==> src/hdl/spim_pkg.sv <==
// ----------------------------------------------------------------------------
// spim_pkg: shared types and constants for the SPI mode 0 byte master
// Word layouts, the half period table and register codes.
// ----------------------------------------------------------------------------
package spim_pkg;

    localparam int HALF_W = 10;

    localparam logic [7:0] TX_IDLE_BYTE = 8'hFF;

    // Register index (byte address / 4)
    localparam logic REG_SPEED_SELECT = 1'b0;

    // Item kinds
    localparam logic KIND_TICK  = 1'b0;
    localparam logic KIND_START = 1'b1;

    typedef struct packed {
        logic       kind;
        logic [7:0] tx_byte;
        logic       tx_present;
        logic       miso_level;
        logic       last_in_burst;
    } item_t;

    typedef struct packed {
        logic       sck;
        logic       mosi;
        logic       busy_res;
        logic       done_res;
        logic [7:0] rx_byte;
        logic       burst_end;
        logic       rejected;
    } result_t;

    // Half period in one-microsecond ticks
    function automatic logic [HALF_W-1:0] half_period(input logic [7:0] sel);
        logic [HALF_W-1:0] hp;
        unique case (sel)
            8'd1:    hp = 10'd1000;
            8'd2:    hp = 10'd500;
            8'd3:    hp = 10'd250;
            8'd4:    hp = 10'd125;
            8'd5:    hp = 10'd62;
            8'd6:    hp = 10'd31;
            8'd7:    hp = 10'd15;
            8'd8:    hp = 10'd5;
            default: hp = 10'd5;
        endcase
        return hp;
    endfunction

endpackage

==> src/hdl/spim_cfg.sv <==
// ----------------------------------------------------------------------------
// spim_cfg: configuration register file
// Holds speed_select and decodes it to the half period length.
// ----------------------------------------------------------------------------
module spim_cfg import spim_pkg::*; (
    input  logic              aclk,
    input  logic              aresetn,
    input  logic              psel,
    input  logic              penable,
    input  logic              pwrite,
    input  logic [2:0]        paddr,
    input  logic [31:0]       pwdata,
    output logic [31:0]       prdata,
    output logic              pready,
    output logic [HALF_W-1:0] half_len
);

    logic [7:0] speed_sel_reg;
    logic       wr_en;

    assign pready = 1'b1;
    assign wr_en  = psel && penable && pwrite && (paddr[2] == REG_SPEED_SELECT);

    always_ff @(posedge aclk) begin
        if (!aresetn) begin
            speed_sel_reg <= 8'd0;
        end else if (wr_en) begin
            speed_sel_reg <= pwdata[7:0];
        end
    end

    assign prdata   = (paddr[2] == REG_SPEED_SELECT) ? {24'd0, speed_sel_reg} : 32'd0;
    assign half_len = half_period(speed_sel_reg);

endmodule

==> src/hdl/spim_core.sv <==
// ----------------------------------------------------------------------------
// spim_core: SPI bit engine
// Pin state, shift registers and half period counter; one word per step.
// ----------------------------------------------------------------------------
module spim_core import spim_pkg::*; (
    input  logic              aclk,
    input  logic              aresetn,
    input  logic              step,
    input  item_t             item,
    input  logic [HALF_W-1:0] half_len,
    output result_t           result
);

    logic              clk_lvl_reg,  clk_lvl_next;
    logic              dout_reg,     dout_next;
    logic [7:0]        tx_sh_reg,    tx_sh_next;
    logic [7:0]        rx_sh_reg,    rx_sh_next;
    logic [2:0]        bit_pos_reg,  bit_pos_next;
    logic [HALF_W-1:0] ticks_reg,    ticks_next;
    logic              active_reg,   active_next;
    logic              burst_reg,    burst_next;
    logic [HALF_W-1:0] ticks_dec;
    logic [7:0]        load_byte;
    result_t           result_reg,   result_next;

    always_comb begin
        clk_lvl_next = clk_lvl_reg;
        dout_next    = dout_reg;
        tx_sh_next   = tx_sh_reg;
        rx_sh_next   = rx_sh_reg;
        bit_pos_next = bit_pos_reg;
        ticks_next   = ticks_reg;
        active_next  = active_reg;
        burst_next   = burst_reg;
        result_next  = '0;
        load_byte    = item.tx_present ? item.tx_byte : TX_IDLE_BYTE;
        ticks_dec    = (ticks_reg != '0) ? ticks_reg - 1'b1 : ticks_reg;

        if (item.kind == KIND_START) begin
            if (active_reg) begin
                result_next.rejected = 1'b1;
            end else begin
                tx_sh_next   = load_byte;
                rx_sh_next   = 8'd0;
                bit_pos_next = 3'd7;
                clk_lvl_next = 1'b0;
                dout_next    = load_byte[7];
                ticks_next   = half_len;
                active_next  = 1'b1;
                burst_next   = item.last_in_burst;
            end
        end else if (active_reg) begin
            ticks_next = ticks_dec;
            if (ticks_dec == '0) begin
                if (!clk_lvl_reg) begin
                    // rising edge: sample MISO
                    clk_lvl_next = 1'b1;
                    rx_sh_next   = {rx_sh_reg[6:0], item.miso_level};
                    ticks_next   = half_len;
                end else begin
                    clk_lvl_next = 1'b0;
                    if (bit_pos_reg == 3'd0) begin
                        active_next           = 1'b0;
                        result_next.done_res  = 1'b1;
                        result_next.rx_byte   = rx_sh_reg;
                        result_next.burst_end = burst_reg;
                    end else begin
                        // falling edge: shift out the next bit
                        bit_pos_next = bit_pos_reg - 3'd1;
                        tx_sh_next   = {tx_sh_reg[6:0], 1'b0};
                        dout_next    = tx_sh_reg[6];
                        ticks_next   = half_len;
                    end
                end
            end
        end

        result_next.sck      = clk_lvl_next;
        result_next.mosi     = dout_next;
        result_next.busy_res = active_next;
    end

    always_ff @(posedge aclk) begin
        if (!aresetn) begin
            clk_lvl_reg <= 1'b0;
            dout_reg    <= 1'b0;
            tx_sh_reg   <= 8'd0;
            rx_sh_reg   <= 8'd0;
            bit_pos_reg <= 3'd0;
            ticks_reg   <= '0;
            active_reg  <= 1'b0;
            burst_reg   <= 1'b0;
        end else if (step) begin
            clk_lvl_reg <= clk_lvl_next;
            dout_reg    <= dout_next;
            tx_sh_reg   <= tx_sh_next;
            rx_sh_reg   <= rx_sh_next;
            bit_pos_reg <= bit_pos_next;
            ticks_reg   <= ticks_next;
            active_reg  <= active_next;
            burst_reg   <= burst_next;
        end
    end

    always_ff @(posedge aclk) begin
        if (step) begin
            result_reg <= result_next;
        end
    end

    assign result = result_reg;

endmodule

==> src/hdl/spi_mode0_master_byte.sv <==
// Each accepted word is held in the input register, then in the result register.
// Throughput: one word per cycle unless m_tready stalls the result; every input word
// yields exactly one result word. The input register can take one more word while
// the result side stalls; the SPI state updates once per word in a single pass.
// Reset: synchronous, active low on aresetn; clears the pins, the transfer state,
// speed_select and both valid flags.
// ----------------------------------------------------------------------------
// spi_mode0_master_byte: SPI mode 0 byte master driven by tick words
// Ticks of one microsecond advance SCK/MOSI; start words load a byte to send.
// ----------------------------------------------------------------------------
module spi_mode0_master_byte import spim_pkg::*; (
    input  logic        aclk,
    input  logic        aresetn,
    // input words
    input  logic        s_tvalid,
    output logic        s_tready,
    input  logic [15:0] s_tdata,   // [7:0] tx_byte, [8] tx_present, [9] miso_level, rest 0
    input  logic        s_tuser,   // [0] kind
    input  logic        s_tlast,   // last_in_burst
    // result words
    output logic        m_tvalid,
    input  logic        m_tready,
    output logic [15:0] m_tdata,   // [0] sck, [1] mosi, [2] busy_res, [3] done_res,
                                   // [11:4] rx_byte, [12] rejected, rest 0
    output logic        m_tlast,   // burst_end
    // configuration
    input  logic        psel,
    input  logic        penable,
    input  logic        pwrite,
    input  logic [2:0]  paddr,
    input  logic [31:0] pwdata,
    output logic [31:0] prdata,
    output logic        pready
);

    logic              in_valid_reg;
    item_t             in_item_reg;
    logic              out_valid_reg;
    logic              step;
    logic [HALF_W-1:0] half_len;
    result_t           result;

    // Advance the held word when the result register is free or being drained
    assign step     = in_valid_reg && (!out_valid_reg || m_tready);
    assign s_tready = !in_valid_reg || step;

    always_ff @(posedge aclk) begin
        if (!aresetn) begin
            in_valid_reg  <= 1'b0;
            out_valid_reg <= 1'b0;
        end else begin
            if (s_tready) begin
                in_valid_reg <= s_tvalid;
            end
            if (step) begin
                out_valid_reg <= 1'b1;
            end else if (m_tready) begin
                out_valid_reg <= 1'b0;
            end
        end
    end

    // Capture the payload; no reset needed
    always_ff @(posedge aclk) begin
        if (s_tready && s_tvalid) begin
            in_item_reg.kind          <= s_tuser;
            in_item_reg.tx_byte       <= s_tdata[7:0];
            in_item_reg.tx_present    <= s_tdata[8];
            in_item_reg.miso_level    <= s_tdata[9];
            in_item_reg.last_in_burst <= s_tlast;
        end
    end

    spim_cfg u_cfg (
        .aclk     (aclk),
        .aresetn  (aresetn),
        .psel     (psel),
        .penable  (penable),
        .pwrite   (pwrite),
        .paddr    (paddr),
        .pwdata   (pwdata),
        .prdata   (prdata),
        .pready   (pready),
        .half_len (half_len)
    );

    spim_core u_core (
        .aclk     (aclk),
        .aresetn  (aresetn),
        .step     (step),
        .item     (in_item_reg),
        .half_len (half_len),
        .result   (result)
    );

    // Pack the result word
    assign m_tvalid = out_valid_reg;
    assign m_tdata  = {3'd0, result.rejected, result.rx_byte, result.done_res,
                       result.busy_res, result.mosi, result.sck};
    assign m_tlast  = result.burst_end;

endmodule

==> config.mk <==
export PLATFORM = sky130hd
export DESIGN_NAME = spi_mode0_master_byte
export DESIGN_NICKNAME = d
export VERILOG_FILES = /design/src/hdl/spim_pkg.sv /design/src/hdl/spim_cfg.sv /design/src/hdl/spim_core.sv /design/src/hdl/spi_mode0_master_byte.sv
export SDC_FILE = /design/constraint.sdc
export NUM_CORES = 1
export LEC_CHECK = 0
export BUFFER_PORTS_ARGS = -buffer_cell sky130_fd_sc_hd__clkbuf_2
export CAP_MARGIN = 20
export CORE_ASPECT_RATIO = 0.5
export CORE_UTILIZATION = 45
export DETAILED_ROUTE_END_ITERATION = 16
export PLACE_DENSITY_LB_ADDON = 0.08
export SYNTH_ARGS = -nofsm -noshare
export SYNTH_HDL_FRONTEND = slang
export SYNTH_HIERARCHICAL = 1
export SYNTH_SLANG_ARGS = --single-unit
==> constraint.sdc <==
create_clock -name aclk -period 3.05 [get_ports aclk]
set_input_delay 0.305 -clock aclk [delete_from_list [all_inputs] [get_ports aclk]]
set_output_delay 0.305 -clock aclk [all_outputs]
set_load 0.01 [all_outputs]
# ---- Word-level counts from Yosys, hierarchy flattened
# Memory sizes are Yosys's and may differ from the RTL's. A register that Yosys moved wholly into a read port is not among the register bits.
# Index checks and enable logic that the tools add are counted.
dict set report totals {
  ff_bits 68
  mem_bits_ro 160
  output_inout_bits 52
  wordCells 106
  mem_count 1
}
dict set report classes {
  add_sub_neg 2
  n_eq_ne 3
  n_mux 49
  bitwise 5
  n_reduce_logical 23
}
# name words word_bits rd rd_clocked_by_memory_dff wr line_no
set mem_list {}
lappend mem_list {{(name not given)} 16 10 1 1 0 spim_pkg.sv:39} ;# unique case (sel)
# operator count
set op_table {}
lappend op_table {{two-way mux 10 bit} 9}
lappend op_table {{two-way mux 8 bit} 7}
lappend op_table {{two-way mux 7 bit} 6}
lappend op_table {{two-way mux 1 bit} 19}
lappend op_table {{two-way mux 3 bit} 6}
lappend op_table {{zero test 10 bit} 1}
lappend op_table {{nonzero test 10 bit} 1}
lappend op_table {{subtractor 10 x 1 -> 10 bit, second input constant} 1}
lappend op_table {{two-way mux 4 bit} 2}
lappend op_table {{nonzero test 2 bit} 4}
lappend op_table {{!= test 2 bit, second input constant} 3}
lappend op_table {{AND reduction 3 bit} 2}
lappend op_table {{AND reduction 6 bit} 1}
lappend op_table {{logical AND 1 bit} 5}
lappend op_table {{NOT 1 bit} 5}
lappend op_table {{AND reduction 5 bit} 1}
lappend op_table {{OR reduction 5 bit} 1}
lappend op_table {{zero test 4 bit} 1}
lappend op_table {{OR reduction 4 bit} 1}
lappend op_table {{zero test 3 bit} 1}
lappend op_table {{subtractor 3 x 1 -> 3 bit, second input constant} 1}
lappend op_table {{zero test 1 bit} 2}
lappend op_table {{logical OR 1 bit} 2}

# ---- Logic depth before layout (Yosys ltp)
# Gate-level depths: netlist of the first run.
dict set report logic_depth {
  depth_word 7
  mapped_depth 13
}

# ---- Hierarchy
# Netlist of the first run, hierarchy kept.
# mod n_inst cells_per_inst area_each_um2
set by_module_without_submodules {}
lappend by_module_without_submodules {spim_core 1 271 2478.6}
lappend by_module_without_submodules {spim_cfg 1 122 1064.8}
lappend by_module_without_submodules {spi_mode0_master_byte 1 25 490.5}

# ---- Least setup slack after synthesis of the first run
# No wires, ideal clock.
dict set report synth_timing {
  path_kind {register -> register}
  from {reg u_core.ticks_reg[0]}
  to {reg u_core.result_reg (netlist bit u_core/result[1]) (data pin)}
  setup_time_ns 0.132
  arrival_time_ns 2.816
  required_ns 2.918
  path_slack_ns 0.103
  stages_incl_launch_ff 13
  path_buffers 1
  path_cell_list {dfxtp_1 -> inv_1 -> ha_1 -> buf_4 -> or3b_1 -> or4_1 -> a21boi_1 -> o2bb2ai_2 -> nor3_2 -> ha_1 -> nand2_1 -> nor2_1 -> and2_1}
}
dict set report synth_via {
  elab_chain_len 5
}
# item line_no
set synth_lines {}
lappend synth_lines {{start: declaration} spim_core.sv:19} ;# logic [HALF_W-1:0] ticks_reg, ticks_next;
lappend synth_lines {{start signal: assignment} spim_core.sv:99} ;# ticks_reg <= ticks_next;
lappend synth_lines {{subtractor 10 x 1 -> 10 bit / nonzero test 10 bit (equally long branches)} spim_core.sv:37} ;# ticks_dec = (ticks_reg != '0) ? ticks_reg - 1'b1 : ticks_reg;
lappend synth_lines {{two-way mux 10 bit (*)} spim_core.sv:37}
lappend synth_lines {{zero test 10 bit (*)} spim_core.sv:54} ;# if (ticks_dec == '0) begin
lappend synth_lines {{NOT 1 bit (no source line) (*)} --}
lappend synth_lines {{OR reduction 5 bit (no source line) (*)} --}
lappend synth_lines {{end signal: assignment} spim_core.sv:107} ;# result_reg <= result_next;
lappend synth_lines {{end: declaration} spim_core.sv:24} ;# result_t result_reg, result_next;
# Every way passes the cells marked *; elsewhere a longest branch is shown, timed or not.
# A chain may end at the register's enable or synchronous reset.

# ---- Worst setup path after layout of the first run
dict set report layout_timing {
  from {reg u_core.ticks_reg[0]}
  to {reg u_core.result_reg (netlist bit u_core/result[13]) (data pin)}
}
dict set report layout_via {
  elab_chain_len 6
}
# item line_no
set layout_lines {}
lappend layout_lines {{subtractor 10 x 1 -> 10 bit / nonzero test 10 bit (equally long branches)} spim_core.sv:37}
lappend layout_lines {{two-way mux 10 bit (*)} spim_core.sv:37}
lappend layout_lines {{zero test 10 bit (*)} spim_core.sv:54}
lappend layout_lines {{two-way mux 1 bit (*)} spim_core.sv:54}
lappend layout_lines {{two-way mux 1 bit (*)} spim_core.sv:52} ;# end else if (active_reg) begin
lappend layout_lines {{two-way mux 1 bit (*)} spim_core.sv:39} ;# if (item.kind == KIND_START) begin
lappend layout_lines {{named net u_core.clk_lvl_next} spim_core.sv:14} ;# logic clk_lvl_reg, clk_lvl_next;
# Mark *: on every way through the listed nets, which the timed path passes. The rest lies on a longest branch.

==> results of run 1 <==
[cell type report]
cell class / instances / area [sq um]
multi-input combinational: 301 / 1942
clock buffer: 9 / 225.2
sequential: 78 / 1822
fill: 742 / 3652
clock inverter: 7 / 121.4
inverter: 18 / 67.56
tap: 112 / 140.1
timing repair buffer: 67 / 375.4
[layer usage]
| layer | up-vias | wire (microns) | track usage (%) |
|---|---|---|---|
| li1 | 1557 | - | - |
| met1 | 1454 | 3951 | 23.02 |
| met3 | 10 | 468 | 5.848 |
| met5 | - | 0 | 0 |
| met4 | 0 | 82 | 6.528 |
| met2 | 97 | 3857 | 35.33 |
[layout by cell type (no fill, tap or decap), types with 3 or more instances in the layout]
| master | synthesis | final |
|---|---|---|
| o211ai_1 | 4 | 4 |
| and2_1 | 18 | 18 |
| inv_1 | 16 | 16 |
| dfxtp_1 | 52 | 52 |
| o21ai_0 | 14 | 14 |
| a21boi_1 | 3 | 3 |
| a21oi_1 | 15 | 15 |
| nor3_1 | 8 | 8 |
| o221ai_1 | 5 | 5 |
| clkbuf_16 | 0 | 9 |
| bufinv_16 | 0 | 3 |
| nand2b_1 | 5 | 5 |
| nand2_1 | 43 | 43 |
| mux2i_1 | 16 | 16 |
| and2b_2 | 8 | 8 |
| ha_1 | 10 | 10 |
| o22ai_1 | 3 | 3 |
| a22o_1 | 8 | 8 |
| o21a_1 | 5 | 5 |
| buf_4 | 30 | 16 |
| nand3_1 | 10 | 10 |
| edfxtp_1 | 26 | 26 |
| clkbuf_2 | 0 | 51 |
| nor4_1 | 7 | 7 |
| conb_1 | 3 | 28 |
| nor2_1 | 24 | 24 |
| nand4_1 | 6 | 6 |
| a21boi_0 | 7 | 7 |
| nor3b_1 | 4 | 4 |
| or3_1 | 5 | 5 |
[power groups by stage]
stage | clock network [mW] | registers [mW] | logic (mW)
CTS | 1.25 | 1.14 | 0.415
floorplan | 0 | 1.16 | 0.318
global placement | 0 | 1.16 | 0.402
detailed placement | 0 | 1.16 | 0.411
global route | 1.30 | 1.15 | 0.469
finish | 1.23 | 1.14 | 0.420
[path summary, 6_finish.rpt]
check        cells after the start                  end  slack, ps                 from
min                              1      in_item_reg[11]        140              s_tuser
max reg2reg                     10    u_core/result[13]        180  u_core/ticks_reg[0]
max                             10    u_core/result[13]        180  u_core/ticks_reg[0]
min reg2reg                      2  u_core/tx_sh_reg[0]        470  u_core/tx_sh_reg[0]
[kinds of logic (layout without fill, tap and decap cells)]
family | Yosys count | after routing | share of synthesized area, %
multiplexers | 18 | 18 | 4.621
AND/OR/NAND/NOR | 155 | 155 | 21.19
other | 3 | 28 | 0.2791
flip-flops | 78 | 78 | 45.16
adder cells (fa/ha/maj) | 10 | 10 | 3.102
AO/OA/AOI/OAI | 88 | 88 | 16.19
buffers and inverters | 64 | 101 | 9.026
XOR/XNOR | 2 | 2 | 0.4343
[through the flow]
step / hold WS, ps / utilization [%] / power (mW) / instances / cell area (sq um)
global placement: 441.0 / 51.99 / 1.565 / 575 / 4339
CTS: 129.4 / 56.15 / 2.809 / 591 / 4686
finish: 142.1 / 56.24 / 2.790 / 592 / 4693
global route: 127.1 / 56.24 / 2.917 / 592 / 4693
floorplan: 403.9 / - / 1.474 / 443 / 4128
detailed placement: 458.2 / 51.99 / 1.576 / 575 / 4339
[worst max-delay path: cells and delay by family, from the launching register on]
kind / cells / cell delay, ps
muxes: 1 / 140
and+or+nand+nor: 3 / 1070
buffers and inverters: 1 / 150
adders and majority gates: 2 / 450
DFF: 1 / 360
AOI/OAI and AO/OA: 3 / 450
==> summary.txt, run 1 <==
Post-synth EDFFs -> 26
DIE AREA -> 9370 sq um
CP arrival -> 2940 ps
Pre-CTS worst setup slack -> 174.9 ps
VDD IR max -> 0.2894 mV
Clock edge transition at the registers on the reported setup and hold paths -> 60 ps
Outcome -> completed
Total GRT Usage -> 19.69%
Top_reg_cell synth -> dfxtp_1
Largest net degree at the start of global routing -> 33
Clock Path Buffers -> 2
Post-synth ARST share -> 0%
Final ANT Viol Nets -> 0
Clock latency on the worst-skew pair -> 330 ps
Worst Setup End Kind -> flip-flop
DR pass1 iterations -> 4
Hold Vio Cnt, Final -> 0
Gate power share -> 15.1%
Row cnt -> 23
Global-route wire length before repair -> 13.94 mm
Final count of negative-setup-slack endpoints -> 0
Via density per instance -> 5.267
Cell with the most instances after synthesis -> dfxtp_1
Cell taking the most area after synthesis -> dfxtp_1
Global placer's final weighted congestion -> 0.8747
Post-synth design cell area -> 4034 sq um
Slew @ Worst Pin -> 624.3 ps
Tcrit/Tclk final -> 94.25%
Drt initial violations -> 210
Syn Inst Count -> 418
CP max-delay cell -> or4_1
Clock Power Share -> 44.0%
Post-synth cell types -> 68
Seq cells post-synth -> 78
Largest cells by area after synthesis -> dfxtp_1 26%, edfxtp_1 19%, buf_4 5.6%, nand2_1 4.0%, mux2i_1 4.0%
Max Slew Vio Count -> 0
Top cells by count, synth -> 52 x dfxtp_1, 43 x nand2_1, 30 x buf_4
CP most frequent cell -> ha_1
Total of max-cap violations -> 0
P_leak -> 2.089 nW
HP Class -> primary input to flip-flop
Fin nets -> 545
Net Sw Frac -> 25.33%
Root buffer cell -> clkbuf_16
Power per cell area -> 594.4 nW/um^2
Drc violations -> 0
Syn Area/Cell -> 9.650 sq um
CTS tree -> done
Fraction of layout cells with a size suffix above 1 -> 21.67%
CTS buffer count -> 9
Unrepaired setup endpoints after global routing -> no
DIE HEIGHT -> 68.95 microns
Crit path launch type -> flip-flop
Average wire per standard cell -> 14.12 microns
Final worst slack -> 175.4 ps
Seq pwr share -> 40.9%
Synth-to-layout area growth -> 16.35%
Max transition margin -> 58.38%
Detailed placer's ending HPWL -> 6.067 mm
Critical Path Max Stage Delay -> 480 ps
Hold_buf cts -> 0
Yosys top cell area share -> 25.81%
Setup Skew -> 5.330 ps
Initial Util -> 48.34%
Crit Path Max Fanout -> 6
I/O pin count -> 112
Number of diodes -> 0
Vias in the first global route -> 2987
Post-CTS setup buffers -> 0
Antenna violations before repair -> 0
H-Tree Level Count -> 3
WS Path Type -> flip-flop to flip-flop
Total congestion overflow -> 0
Core area -> 8346 sq um
Synth Warn # -> 6
Die Wd -> 135.9 microns
Sequential fraction of the synthesis area -> 45.16%
Final WL -> 8.359 mm
Total negative slack -> 0 ps
Via count -> 3118
F_max -> 347.9 MHz
Crit-path cells -> inv_1 -> ha_1 -> or3b_1 -> or4_1 -> a21boi_1 -> o2bb2ai_2 -> nor3_2 -> ha_1 -> mux2i_1 -> o22ai_1
Net switching power -> 0.7067 mW
Number of gates resized after CTS -> 0
Cell Int Power -> 2.083 mW
Clk sinks -> 78
Post-route minimum period -> 2875 ps
PortBufs -> 51
Critical Path RT -> 3110 ps
No activity file was read; power rests on OpenSTA's default activity.
==> run 2: changes to the inputs <==
--- a/config.mk
+++ b/config.mk
@@ -8,7 +8,8 @@
 export BUFFER_PORTS_ARGS = -buffer_cell sky130_fd_sc_hd__clkbuf_2
 export CAP_MARGIN = 20
 export CORE_ASPECT_RATIO = 0.5
-export CORE_UTILIZATION = 45
+export CORE_UTILIZATION = 47
+export CTS_BUF_LIST = sky130_fd_sc_hd__clkbuf_16
 export DETAILED_ROUTE_END_ITERATION = 16
 export PLACE_DENSITY_LB_ADDON = 0.08
 export SYNTH_ARGS = -nofsm -noshare
==> run 2 against run 1 <==
Net effect:
- worst setup slack gained 40 ps
- non-clock buffer count shrank 1
- final cell count shrank 0.17%
- first-iteration DRC count shrank 36%
- power shrank 5.5%
- largest cell class unchanged
==> summary.txt, run 2 (synthesis gave the netlist of run 1 again) <==
Via density per instance -> 5.215 (-0.99%)
Fillers -> 730 (-1.6%)
F_max -> 352.8 MHz (+1.4%)
Vias in the first global route -> 2919 (-2.3%)
Min-delay src -> s_tuser
Max Slew Vio Count -> 0 (unchanged)
Total negative slack -> 0 ps (unchanged)
Row cnt -> 23 (unchanged)
Drt initial violations -> 135 (-36%)
Fraction of layout cells with a size suffix above 1 -> 21.71% (+0.045 points)
Crit Path Max Fanout -> 8 (+2)
Slew @ Worst Pin -> 661.9 ps (+37.61 ps)
Global placer's final weighted congestion -> 0.8925 (+2.0%)
Fin nets -> 544 (-0.18%)
Detailed placer's ending HPWL -> 6.026 mm (-0.68%)
H-Tree Level Count -> 3 (unchanged)
PortBufs -> 51 (unchanged)
Sequential cell area -> 1822 sq um (unchanged)
Final ANT Viol Nets -> 0 (unchanged)
Root buffer cell -> clkbuf_16
Clk sinks -> 78 (unchanged)
Flop-to-flop setup slack -> 220 ps (+40 ps)
Clock Path Buffers -> 2 (unchanged)
Synth-to-layout area growth -> 15.38%
Fin util -> 57.15% (+0.91 points)
Non-Filler Instances -> 591 (-0.17%)
Crit path launch type -> flip-flop
Final non-filler cell area -> 4654 sq um (-0.83%)
Post-DP Area -> 4352 sq um (+0.29%)
Drc violations -> 0 (unchanged)
Power per cell area -> 566.1 nW/um^2 (-4.8%)
DIE HEIGHT -> 67.51 microns (-2.1%)
Average wire per standard cell -> 13.87 microns (-1.7%)
CP arrival -> 3060 ps (+120 ps)
Final worst slack -> 215.2 ps (+39.80 ps)
Final WL -> 8.199 mm (-1.9%)
Max transition margin -> 55.88% (-2.5 points)
Setup Skew -> 6.946 ps (+1.616 ps)
Antenna violations before repair -> 0 (unchanged)
P_leak -> 2.066 nW (-1.1%)
Number of diodes -> 0 (unchanged)
I/O pin count -> 112 (unchanged)
Post-route minimum period -> 2835 ps (-39.80 ps)
WS Path Type -> flip-flop to flip-flop
Footprint of the multi-input gates -> 1942 sq um (unchanged)
Reg-to-reg critical path endpoint -> u_core/rx_sh_reg[6]
Core area -> 8144 sq um (-2.4%)
Hold endpoint -> in_item_reg[11]
Worst r2r src -> u_core/ticks_reg[0]
Placed cells -> 575 (unchanged)
CTS tree -> done
Hold depth -> 1 (unchanged)
Final count of negative-setup-slack endpoints -> 0 (unchanged)
R2R depth -> 10 (unchanged)
HP Class -> primary input to flip-flop
Commonest non-fill, non-tap cell in the layout -> dfxtp_1
Critical Path RT -> 3280 ps (+170 ps)
Via count -> 3082 (-1.2%)
Clock latency on the worst-skew pair -> 340 ps (about the same)
Final Power -> 2.635 mW (-5.5%)
Worst Setup End Kind -> flip-flop
Largest net degree at the start of global routing -> 32 (-3.0%)
Die Wd -> 133.0 microns (-2.1%)
Global-route wire length before repair -> 13.40 mm (-3.9%)
Hold Worst Slack -> 138.7 ps (-3.347 ps)
Commonest non-fill, non-tap cells in the layout -> 52 x dfxtp_1, 51 x clkbuf_2, 43 x nand2_1, 28 x conb_1, 26 x edfxtp_1
Unrepaired setup endpoints after global routing -> no
Total of max-cap violations -> 0 (unchanged)
Total congestion overflow -> 0 (unchanged)
DR pass1 iterations -> 4 (unchanged)
Clock edge transition at the registers on the reported setup and hold paths -> 60 ps (about the same)
Initial Util -> 49.53% (+1.2 points)
DIE AREA -> 8980 sq um (-4.2%)
Outcome -> completed
CTS buffer count -> 9 (unchanged)
Tcrit/Tclk final -> 92.94% (-1.3 points)
Total GRT Usage -> 19.64% (-0.044 points)
Pre-CTS worst setup slack -> 193.4 ps (+18.49 ps)
Hold Vio Cnt, Final -> 0 (unchanged)
VDD IR max -> 0.2837 mV (-2.0%)
## run 2: repair_timing
| item | CTS | global route |
|---|---|---|
| endpoints found under the setup margin | 0 | 2 |
| resized for setup | 0 | 1 |
| buffers inserted | 0 | 0 |
| hold buffers | 0 | 0 |
## run 2: cell type report
class,instances,share of cell area [%]
Clock buffer,9,4.839
Clock inverter,7,1.667
Inverter,18,1.452
Multi-Input combinational cell,301,41.72
Timing Repair Buffer,66,8.172
Sequential cell,78,39.14
Tap cell,112,3.011
## run 2: worst max path at each step
| stage | cells after the start | end | start |
|---|---|---|---|
| floorplan | 12 | u_core/result[1] | u_core/ticks_reg[0] |
| global placement | 10 | u_core/rx_sh_reg[5] | u_core/ticks_reg[0] |
| finish | 10 | u_core/rx_sh_reg[6] | u_core/ticks_reg[0] |
| detailed placement | 10 | u_core/rx_sh_reg[6] | u_core/ticks_reg[0] |
| global route | 12 | u_core/clk_lvl_reg | u_core/ticks_reg[0] |
| CTS | 10 | u_core/ticks_reg[0] | u_core/ticks_reg[0] |
## run 2: per-layer routing
layer	global-route usage [%]	vias to the layer above	part of all wire, %
li1	-	1547	-
met1	23.38	1431	47
met2	34.49	96	47
met3	6.006	8	5.4
met4	6.753	0	0.70
met5	0	-	0
## run 2: power by group
part           internal (mW)  switching, mW
Combinational          0.169          0.253
Clock                  0.641          0.430
Sequential              1.11         0.0295
## run 2: critical path, cell delays in order, from the launching register on
cell and delay, ps:
dfxtp_1 370, inv_2 120, ha_1 160, or3b_1 360, or4_1 490, a21boi_1 180
o2bb2ai_2 140, nor3_2 230, buf_4 180, a21oi_1 200, a22o_1 290
==> run 3: changes to the inputs <==
--- a/config.mk
+++ b/config.mk
@@ -8,7 +8,7 @@
 export BUFFER_PORTS_ARGS = -buffer_cell sky130_fd_sc_hd__clkbuf_2
 export CAP_MARGIN = 20
 export CORE_ASPECT_RATIO = 0.5
-export CORE_UTILIZATION = 47
+export CORE_UTILIZATION = 55
 export CTS_BUF_LIST = sky130_fd_sc_hd__clkbuf_16
 export DETAILED_ROUTE_END_ITERATION = 16
 export PLACE_DENSITY_LB_ADDON = 0.08
==> constraint.sdc (replaced) <==
create_clock -name aclk -period 3.5 [get_ports aclk]
set_input_delay 0.35 -clock aclk [delete_from_list [all_inputs] [get_ports aclk]]
set_output_delay 0.35 -clock aclk [all_outputs]
set_load 0.01 [all_outputs]
==> run 3 against run 2 <==
Net effect:
- critical path type unchanged
- highest routed layer unchanged
- register-to-register slack gained 190 ps
- core utilization increased by 9.5 points
- largest cell class unchanged
- final cell count decreased by 3.6%
- clock skew is essentially flat
==> summary.txt, run 3 (synthesis gave the netlist of run 1 again) <==
Outcome -> completed
Final WL -> 8.262 mm (+0.77%)
Core area -> 6884 sq um (-15%)
Hold_buf cts -> 0 (unchanged)
Pre-CTS worst setup slack -> 493.5 ps (+300.1 ps)
Crit Path Max Fanout -> 15 (+7)
Post-route minimum period -> 3094 ps (+259.2 ps)
Clk sinks -> 78 (unchanged)
I/O pin count -> 112 (unchanged)
R2R depth -> 10 (unchanged)
Number of diodes -> 0 (unchanged)
CTS buffer count -> 9 (unchanged)
Total negative slack -> 0 ps (unchanged)
Crit path launch type -> flip-flop
CTS tree -> done
F_max -> 323.2 MHz (-8.4%)
WS Path Type -> flip-flop to flip-flop
Commonest non-fill, non-tap cells in the layout -> 52 x dfxtp_1, 52 x clkbuf_2, 43 x nand2_1, 28 x conb_1, 26 x edfxtp_1
Final Power -> 2.218 mW (-16%)
Synth-to-layout area growth -> 13.68%
Vias in the first global route -> 2835 (-2.9%)
Tcrit/Tclk final -> 88.40% (-4.5 points)
Total GRT Usage -> 23.36% (+3.7 points)
Via count -> 3117 (+1.1%)
P_leak -> 2.053 nW (-0.65%)
Non-Filler Instances -> 570 (-3.6%)
Drc violations -> 0 (unchanged)
PortBufs -> 51 (unchanged)
Critical Path RT -> 3750 ps (+470 ps)
Flop-to-flop setup slack -> 410 ps (+190 ps)
Max transition margin -> 55.23% (-0.64 points)
Hold Vio Cnt, Final -> 0 (unchanged)
Drt initial violations -> 313 (+130%)
Global-route wire length before repair -> 13.92 mm (+3.9%)
Average wire per standard cell -> 14.49 microns (+4.5%)
Global placer's final weighted congestion -> 0.8688 (-2.7%)
Detailed placer's ending HPWL -> 5.971 mm (-0.91%)
Final worst slack -> 406.1 ps (+190.8 ps)
Max Slew Vio Count -> 0 (unchanged)
Die Wd -> 123.1 microns (-7.4%)
Fraction of layout cells with a size suffix above 1 -> 20.71% (-1.0 points)
Final ANT Viol Nets -> 0 (unchanged)
Row cnt -> 21 (-8.7%)
HP Class -> primary input to flip-flop
Via density per instance -> 5.468 (+4.9%)
Clock latency on the worst-skew pair -> 330 ps (about the same)
Placed cells -> 552 (-4.0%)
Hold depth -> 1 (unchanged)
Root buffer cell -> clkbuf_16
Power per cell area -> 483.6 nW/um^2 (-15%)
DIE HEIGHT -> 62.56 microns (-7.3%)
Worst Setup End Kind -> flip-flop
DR pass1 iterations -> 4 (unchanged)
Initial Util -> 58.60% (+9.1 points)
Hold Worst Slack -> 186.9 ps (+48.22 ps)
Antenna violations before repair -> 0 (unchanged)
Clock Path Buffers -> 2 (unchanged)
VDD IR max -> 0.2823 mV (-0.49%)
Total of max-cap violations -> 0 (unchanged)
Post-CTS setup buffers -> 0 (unchanged)
Number of gates resized after CTS -> 0 (unchanged)
Setup Skew -> 6.462 ps (-0.4835 ps)
Clock edge transition at the registers on the reported setup and hold paths -> 60 ps (about the same)
CP arrival -> 3340 ps (+280 ps)
Final count of negative-setup-slack endpoints -> 0 (unchanged)
H-Tree Level Count -> 3 (unchanged)
DIE AREA -> 7701 sq um (-14%)
Total congestion overflow -> 0 (unchanged)
Slew @ Worst Pin -> 671.5 ps (+9.612 ps)
Unrepaired setup endpoints after global routing -> no
Largest net degree at the start of global routing -> 32 (unchanged)
Fin nets -> 543 (-0.18%)
## run 3: final cells by class
type | instances | area, sq um
Tap cell | 92 | 115.1
Multi-Input combinational cell | 301 | 1942
Clock buffer | 10 | 250.2
Inverter | 18 | 67.56
Sequential cell | 78 | 1822
Fill cell | 558 | 2298
Timing Repair Buffer | 65 | 357.8
Clock inverter | 6 | 31.28
## run 3: path summary, 6_finish.rpt
| kind | from | to |
|---|---|---|
| setup reg to reg | u_core/ticks_reg[0] | u_core/ticks_reg[0] |
| setup / recovery | u_core/ticks_reg[0] | u_core/ticks_reg[0] |
| hold / removal | s_tdata[5] | in_item_reg[8] |
| hold reg to reg | in_item_reg[1] | u_core/rx_sh_reg[0] |
## run 3: through the flow
step                util [%]  cell area (sq um)
floorplan                  -               4128
global placement       62.34               4292
detailed placement     62.34               4292
CTS                    66.43               4573
global route           66.61               4586
finish                 66.61               4586
## run 3: critical path: stages (launching register included)
cell	delay, ps
dfxtp_1	360
inv_1	160
ha_1	190
or3b_1	450
or4_1	500
a21boi_1	210
o2bb2ai_2	150
o41ai_4	370
buf_4	270
o21ai_0	120
a221oi_2	230
## run 3: report_power, final
group	leakage, nW	internal, mW	total, mW	switching, mW
Sequential	0.675	0.970	0.995	0.0256
Combinational	1.23	0.137	0.361	0.224
Clock	0.143	0.514	0.861	0.348
## run 3: routing by layer
layer	track usage [%]	share of wire, %	vias to the layer above
met4	6.325	0.90	0
met5	0	0	-
li1	-	-	1547
met1	29.23	46	1476
met2	39.40	48	86
met3	6.661	4.9	8
